`src/assert_macros.svh`:
```
// ----------------------------------------------------------------------------
// Assertion macros
// Shared concurrent assertion forms for the classifier RTL.
// ----------------------------------------------------------------------------
`ifndef ASSERT_MACROS_SVH
`define ASSERT_MACROS_SVH

`ifndef SYNTH

// The expression must hold at every clock edge outside reset.
`define ASSERT_ALWAYS(lbl, clk, rst, expr, msg) \
   lbl: assert property (@(posedge clk) disable iff (rst) (expr)) else $error(msg);

// The consequent must hold in the same cycle as the antecedent.
`define ASSERT_IMPLIES(lbl, clk, rst, ante, cons, msg) \
   lbl: assert property (@(posedge clk) disable iff (rst) (ante) |-> (cons)) else $error(msg);

// The consequent must hold in the cycle after the antecedent.
`define ASSERT_NEXT(lbl, clk, rst, ante, cons, msg) \
   lbl: assert property (@(posedge clk) disable iff (rst) (ante) |=> (cons)) else $error(msg);

`else

`define ASSERT_ALWAYS(lbl, clk, rst, expr, msg)
`define ASSERT_IMPLIES(lbl, clk, rst, ante, cons, msg)
`define ASSERT_NEXT(lbl, clk, rst, ante, cons, msg)

`endif

`endif

```
`src/hnnc_pkg.sv`:
```
// ----------------------------------------------------------------------------
// HSV nearest neighbour classifier package
// Field widths, command and status codes and shared record types.
// ----------------------------------------------------------------------------
`timescale 1ns / 1ps

package hnnc_pkg;

   localparam int HUE_W  = 14;
   localparam int SAT_W  = 15;
   localparam int VAL_W  = 16;
   localparam int LBL_W  = 3;
   localparam int DIST_W = 34;
   localparam int STAT_W = 2;

   localparam int HSQ_W = 2 * HUE_W;
   localparam int SSQ_W = 2 * SAT_W;
   localparam int VSQ_W = 2 * VAL_W;

   // Half a hue turn; a hue difference beyond it is taken the other way round.
   localparam logic [HUE_W-1:0] HUE_HALF = HUE_W'(8192);

   localparam logic [LBL_W-1:0] DEFAULT_LABEL_RST = LBL_W'(6);

   typedef enum logic {
      CMD_ADD      = 1'b0,
      CMD_CLASSIFY = 1'b1
   } cmd_type;

   typedef enum logic [STAT_W-1:0] {
      ST_CLASSIFIED = 2'd0,
      ST_ADDED      = 2'd1,
      ST_DROPPED    = 2'd2,
      ST_EMPTY      = 2'd3
   } status_type;

   typedef struct packed {
      logic [HUE_W-1:0] hue;
      logic [SAT_W-1:0] sat;
      logic [VAL_W-1:0] val;
   } query_type;

   typedef struct packed {
      logic [HUE_W-1:0] hue;
      logic [SAT_W-1:0] sat;
      logic [VAL_W-1:0] val;
      logic [LBL_W-1:0] label;
   } entry_type;

   // Travels beside each entry through the distance pipeline.
   typedef struct packed {
      logic             valid;
      logic             last;
      logic [LBL_W-1:0] label;
   } tag_type;

endpackage

```
`src/hnnc_dist.sv`:
```
// ----------------------------------------------------------------------------
// Squared HSV distance pipeline
// Three stages: folded absolute differences, squares, sum of squares.
// ----------------------------------------------------------------------------
`timescale 1ns / 1ps

module hnnc_dist import hnnc_pkg::*; (
   input  logic              clock,
   input  logic              reset,
   input  query_type         query,
   input  entry_type         entry,
   input  tag_type           tag_i,
   output logic [DIST_W-1:0] sq_dist,
   output tag_type           tag_o
);

   logic [HUE_W-1:0]  d_hue_in, d_hue_ff, hue_abs;
   logic [SAT_W-1:0]  d_sat_in, d_sat_ff;
   logic [VAL_W-1:0]  d_val_in, d_val_ff;
   logic [HSQ_W-1:0]  sq_hue_ff;
   logic [SSQ_W-1:0]  sq_sat_ff;
   logic [VSQ_W-1:0]  sq_val_ff;
   logic [DIST_W-1:0] sum_ff;
   tag_type           tag1_ff, tag2_ff, tag3_ff;

   always_comb begin
      hue_abs  = (entry.hue > query.hue) ? entry.hue - query.hue : query.hue - entry.hue;
      // Negating in hue width gives one full turn minus the difference.
      d_hue_in = (hue_abs > HUE_HALF) ? HUE_W'(0) - hue_abs : hue_abs;
      d_sat_in = (entry.sat > query.sat) ? entry.sat - query.sat : query.sat - entry.sat;
      d_val_in = (entry.val > query.val) ? entry.val - query.val : query.val - entry.val;
   end

   always_ff @(posedge clock) begin
      d_hue_ff  <= d_hue_in;
      d_sat_ff  <= d_sat_in;
      d_val_ff  <= d_val_in;
      sq_hue_ff <= HSQ_W'(d_hue_ff) * HSQ_W'(d_hue_ff);
      sq_sat_ff <= SSQ_W'(d_sat_ff) * SSQ_W'(d_sat_ff);
      sq_val_ff <= VSQ_W'(d_val_ff) * VSQ_W'(d_val_ff);
      sum_ff    <= DIST_W'(sq_hue_ff) + DIST_W'(sq_sat_ff) + DIST_W'(sq_val_ff);
   end

   always_ff @(posedge clock) begin
      if (reset) begin
         tag1_ff.valid <= 1'b0;
         tag2_ff.valid <= 1'b0;
         tag3_ff.valid <= 1'b0;
      end else begin
         tag1_ff <= tag_i;
         tag2_ff <= tag1_ff;
         tag3_ff <= tag2_ff;
      end
   end

   assign sq_dist = sum_ff;
   assign tag_o   = tag3_ff;

endmodule

```
`config.mk`:
```
export PLATFORM = sky130hd
export DESIGN_NAME = hnnc_dist
export DESIGN_NICKNAME = d
export VERILOG_FILES = /design/src/assert_macros.svh /design/src/hnnc_pkg.sv /design/src/hnnc_dist.sv
export SDC_FILE = /design/constraint.sdc
export NUM_CORES = 2
export LEC_CHECK = 0
export BUFFER_PORTS_ARGS = -buffer_cell sky130_fd_sc_hd__buf_2
export CORE_UTILIZATION = 50
export DETAILED_ROUTE_END_ITERATION = 8
export GPL_TIMING_DRIVEN = 0
export PLACE_DENSITY = 0.68
export REMOVE_ABC_BUFFERS = 1
export SYNTH_ARGS = -nofsm -noshare
export SYNTH_HDL_FRONTEND = slang
export SYNTH_SLANG_ARGS = --single-unit
```
`constraint.sdc`:
```
create_clock -name clock -period 8.15 [get_ports clock]
set_clock_uncertainty 0.05 [all_clocks]
set_input_delay 0.815 -clock clock [delete_from_list [all_inputs] [get_ports clock]]
set_output_delay 0.815 -clock clock [all_outputs]
set_load 0.02 [all_outputs]
```
* Yosys cells after proc, flatten, opt, wreduce, memory -nomap -nowiden
Cells that the tools add are included.
Word-level totals: bits in registers 183, input bits 100
Cells by class: add/subtract/negate cells 9, multipliers 3, magnitude comparators 4, mux-type cells 4
Operators by type and width (count):
- adder 31 x 32 -> 33 bit | 1
- multiplier 16 x 16 -> 32 bit | 1
- subtractor 16 bit | 2
- adder 28 x 30 -> 31 bit | 1
- multiplier 15 x 15 -> 30 bit | 1
- subtractor 15 bit | 2
- multiplier 14 x 14 -> 28 bit | 1
- 2-to-1 mux 14 bit | 2
- subtractor 14 bit | 2
- > comparator 16 bit | 1
- 2-to-1 mux 16 bit | 1
- > comparator 15 bit | 1
- 2-to-1 mux 15 bit | 1
- > comparator 14 bit | 1
- > comparator 14 bit, second input constant | 1
- subtractor 1 x 14 -> 14 bit, first input constant | 1

* Logic depth before layout (Yosys ltp)
depth after elaboration 4, gate-level depth with buffers 26

* Worst setup path after synthesis
OpenSTA, ideal clock, no wires.
path kind register to register, from reg d_sat_ff[2], to reg sq_sat_ff[29], buffers on the path 1, library setup time 0.072 ns, slack 1.944 ns, arrival time 6.084 ns, data required time 8.028 ns, cell stages (with the launch flop) 23, cells stage by stage dfxtp_1 clkbuf_1 nand2_1 fa_1 fa_1 inv_1 fa_1 fa_1 fa_1 inv_1 fa_1 inv_1 ha_1 a21o_1 a21oi_1 o21ai_0 a21o_1 a21oi_1 a31oi_1 or4b_1 a31o_2 a21oi_1 xnor2_1
Between the ends: cells in the longest elaborated chain, start to end 1
RTL lines:
- start: declaration | line hnnc_dist.sv:18 | logic [SAT_W-1:0] d_sat_in, d_sat_ff;
- start signal: assignment | line hnnc_dist.sv:36 | d_sat_ff <= d_sat_in;
- multiplier 15 x 15 -> 30 bit | line hnnc_dist.sv:39 | sq_sat_ff <= SSQ_W'(d_sat_ff) * SSQ_W'(d_sat_ff);
- end signal: assignment | line hnnc_dist.sv:39
- end: declaration | line hnnc_dist.sv:21 | logic [SSQ_W-1:0] sq_sat_ff;
Every way passes these cells. A chain may end at the register's enable or synchronous reset.

* Worst setup path after layout
from reg d_hue_ff[2], to reg sq_hue_ff[25]
Between the ends: cells in the longest elaborated chain, start to end 1
RTL lines:
- start: declaration | line hnnc_dist.sv:17 | logic [HUE_W-1:0] d_hue_in, d_hue_ff, hue_abs;
- start signal: assignment | line hnnc_dist.sv:35 | d_hue_ff <= d_hue_in;
- multiplier 14 x 14 -> 28 bit | line hnnc_dist.sv:38 | sq_hue_ff <= HSQ_W'(d_hue_ff) * HSQ_W'(d_hue_ff);
- end signal: assignment | line hnnc_dist.sv:38
- end: declaration | line hnnc_dist.sv:20 | logic [HSQ_W-1:0] sq_hue_ff;
Every way passes these cells.

==> out/metrics.yaml <==
route:
  finalWirelength_um: 57110
  vias: 20594
  final_antenna_net_count: 0
  drtIter0Drc: 898
  via_per_inst: 5.053
  drc: 0
  wl_per_cell_um: 14.01
  drtPass1Iterations: 5
final_layout:
  syn2layout_area_growth_pct: 6.594
  final-seq-area_mm2: 0.003724
  fillers: 5347
  diodes: 0
  stdcell_count: 4076
  nNetsFinal: 4245
  multi_input_area_mm2: 0.02228
  drive_gt1_share_pct: 6.222
timing:
  hold_violations: 0
  slew_violations: 0
  finalCriticalPeriod_ns: 7.136
  grt_setup_unrepaired: "no"
  worstMarginPinSlew_ns: 1.112
  setup_tns_ns: 0
  finalCritPeriodShare_pct: 87.56
  relSlewSlack_pct: 24.87
  fmax_mhz: 140.1
  final-setup-viol-count: 0
clocking:
  cts_setup_buffers: 0
  clock_path_buffers: 2
  hold_buffers: 0
  clkLatencyLatePin_ns: 0.50
  htreeDepth: 4
  cts_sinks: 180
  numCtsBuffers: 17
  cts-root-buf: "clkbuf_16"
  cts_tree: "built"
  cts-resized-gates: 0
  clk_pin_slew_worst_paths_ns: 0.07
synth:
  synth_top_area_share_pct: 30.94
  synth-xor-area-share_pct: 5.282
  ys_top_cells_by_area: "fa_1 31%, ha_1 17%, dfxtp_1 12%"
  ys_types: 80
  syn-cell-area_mm2: 0.02918
  syn_area_per_cell_um2: 9.046
  synth_top_cell_by_area: "fa_1"
  synth_warnings: 0
  synth-main-ff-cell: "dfxtp_1"
  async_flop_share_pct: 0
  synthMuxAreaShare_pct: 1.488
  ys_seq_elements: 180
  synth_top_family_by_area: "adder cells"
  synth_edf_count: 12
  synth_cells: 3226
  synthAdderAreaFrac_pct: 47.92
  synth_compound_area_share_pct: 10.38
  synth-seq-area-share_pct: 12.76
  synthSimpleGateAreaFrac_pct: 11.22
placement:
  gp_congestion: 0.8456
  place_inst: 4044
  io_buffer_count: 134
  dp_hpwl_um: 48000
global_route:
  grt_overflow: 0
  grt_usage_pct: 20.72
  grt_pass1_vias: 21237
  grt_max_degree: 21
  antenna_found_initial: 1
  grt_pass1_wl_um: 100100
worst_setup_path:
  critical_path_peak_fanout: 14
  cp.required_ns: 8.44
  critical_path_class: "reg2reg"
  arrival_ns: 7.43
  crit_path_end_kind: "register"
  crit_top_cell: "fa_1"
  cp_slowest_cell: "dfxtp_1"
  critPathMaxStageDelay_ns: 0.75
  cp-start-kind: "register"
  crit_chain: "inv_1 > nor2_1 > fa_1 > inv_1 > fa_1 > inv_1 > fa_1 > fa_1 > fa_1 > inv_1 > fa_1 > inv_1 > ha_1 > and3_1 > nand3_1 > o311ai_0 > o2111ai_1 > a31oi_1 > a21o_1 > a21oi_1 > xnor2_1"
hold_path:
  min_path_type: "reg2reg"
floorplan:
  die-area_mm2: 0.05933
  die_width_um: 243.6
  start_util_pct: 50.58
  core_area_mm2: 0.05770
  io_pins: 139
  rows: 88
  fp.dieH_um: 243.6
outcome:
  status: "finished, final reports clean"
job:
  maxCapViolCount: 0
[cell type report]
cell class              instances  share of cell area, %
flip-flops and latches        180                  11.97
clock inverters                15                 0.5832
multi-input cells            2204                  71.63
clock buffers                  17                  1.368
well taps                     765                  3.077
inverters                     760                  9.171
repair buffers                135                  2.204
[worst max-delay path: cells and delay by family (launching register included)]
| family | cells | cell delay, ns |
|---|---|---|
| flip-flops | 1 | 0.75 |
| adder cells (fa/ha/maj) | 7 | 3.16 |
| XOR/XNOR | 1 | 0.39 |
| AND/OR/NAND/NOR | 3 | 0.62 |
| AO/OA/AOI/OAI | 5 | 1.48 |
| buffers and inverters | 5 | 0.52 |
[routing by layer]
layer / global-route usage (%) / up-vias / wire [um]
met5: 0 / - / 0
met4: 5.386 / 0 / 949
met3: 2.776 / 55 / 2066
met2: 34.62 / 323 / 27070
met1: 28.25 / 9966 / 27020
li1: - / 10250 / -
[layout by cell type (no fill, tap or decap), types with 17 or more instances in the layout]
| cell type | netlist | routed |
|---|---|---|
| xor2_1 | 49 | 49 |
| clkbuf_16 | 0 | 17 |
| dfxtp_1 | 168 | 168 |
| nand3_1 | 38 | 38 |
| nor2_1 | 102 | 101 |
| fa_1 | 451 | 451 |
| buf_2 | 7 | 134 |
| a21o_1 | 75 | 75 |
| and2_1 | 119 | 119 |
| nor2b_1 | 37 | 37 |
| a21oi_1 | 139 | 139 |
| nand2_1 | 260 | 260 |
| inv_1 | 760 | 760 |
| nor3_1 | 28 | 28 |
| o21ai_0 | 68 | 68 |
| nand2b_1 | 24 | 24 |
| mux2i_1 | 31 | 31 |
| o21bai_1 | 30 | 30 |
| ha_1 | 396 | 396 |
| a31oi_1 | 21 | 21 |
| xnor2_1 | 127 | 127 |
[synthesized netlist by cell type, types with 7 or more instances]
cell type / number
dfxtp_1: 168
nand3_1: 38
buf_2: 7
nor4_1: 7
nor2_1: 102
xor2_1: 49
xnor2_1: 127
o31ai_1: 8
nor3_1: 28
or3_1: 7
a21oi_1: 139
and2_1: 119
o21ai_0: 68
nand2b_1: 24
nand4_1: 12
o21a_1: 15
nand2_1: 260
mux2_2: 9
nor2b_1: 37
or2_2: 12
ha_1: 396
clkbuf_1: 74
a21o_1: 75
fa_1: 451
inv_1: 760
a211oi_1: 16
and3_1: 15
edfxtp_1: 12
mux2i_1: 31
a31oi_1: 21
o21bai_1: 30
[worst paths after layout]
kind,from,endpoint,slack (ns),cells after the start
min reg2reg,tag2_ff[0],tag_o[0],0.37,0
max,d_hue_ff[2],sq_hue_ff[25],1.01,21
min,tag2_ff[0],tag_o[0],0.37,0
max reg2reg,d_hue_ff[2],sq_hue_ff[25],1.01,21
[cells by family (layout without fill, tap and decap cells)]
| group | Yosys count | in the layout |
|---|---|---|
| multiplexers | 42 | 42 |
| AND/OR/NAND/NOR | 675 | 675 |
| other | 1 | 4 |
| adder cells (fa/ha/maj) | 847 | 847 |
| flip-flops | 180 | 180 |
| buffers and inverters | 845 | 927 |
| XOR/XNOR | 176 | 176 |
| AO/OA/AOI/OAI | 460 | 460 |
[sequential cells by signal, indices dropped and copies added (netlist names)]
register,count
d_val_ff,16
sq_val_ff,31
tag1_ff,5
tag2_ff,5
tag_o,5
sq_hue_ff,27
sq_dist,33
d_hue_ff,14
sq_sat_ff,29
d_sat_ff,15
[per-stage QoR]
stage	worst slack [ns]	instance area (um2)	hold slack (ns)	utilization (%)
2_1_floorplan	2.067	28850	0.3503	-
3_3_place_gp	0.9768	30480	0.3518	52.83
3_5_place_dp	1.004	30500	0.3579	52.86
4_1_cts	0.9533	31110	0.3765	53.91
5_1_grt	0.5674	31110	0.3775	53.91
6_report	1.014	31110	0.3744	53.91
Power is left out: the tool's default activity adds up to more than one toggle a clock period on the data nets, which glitch-free logic cannot reach.
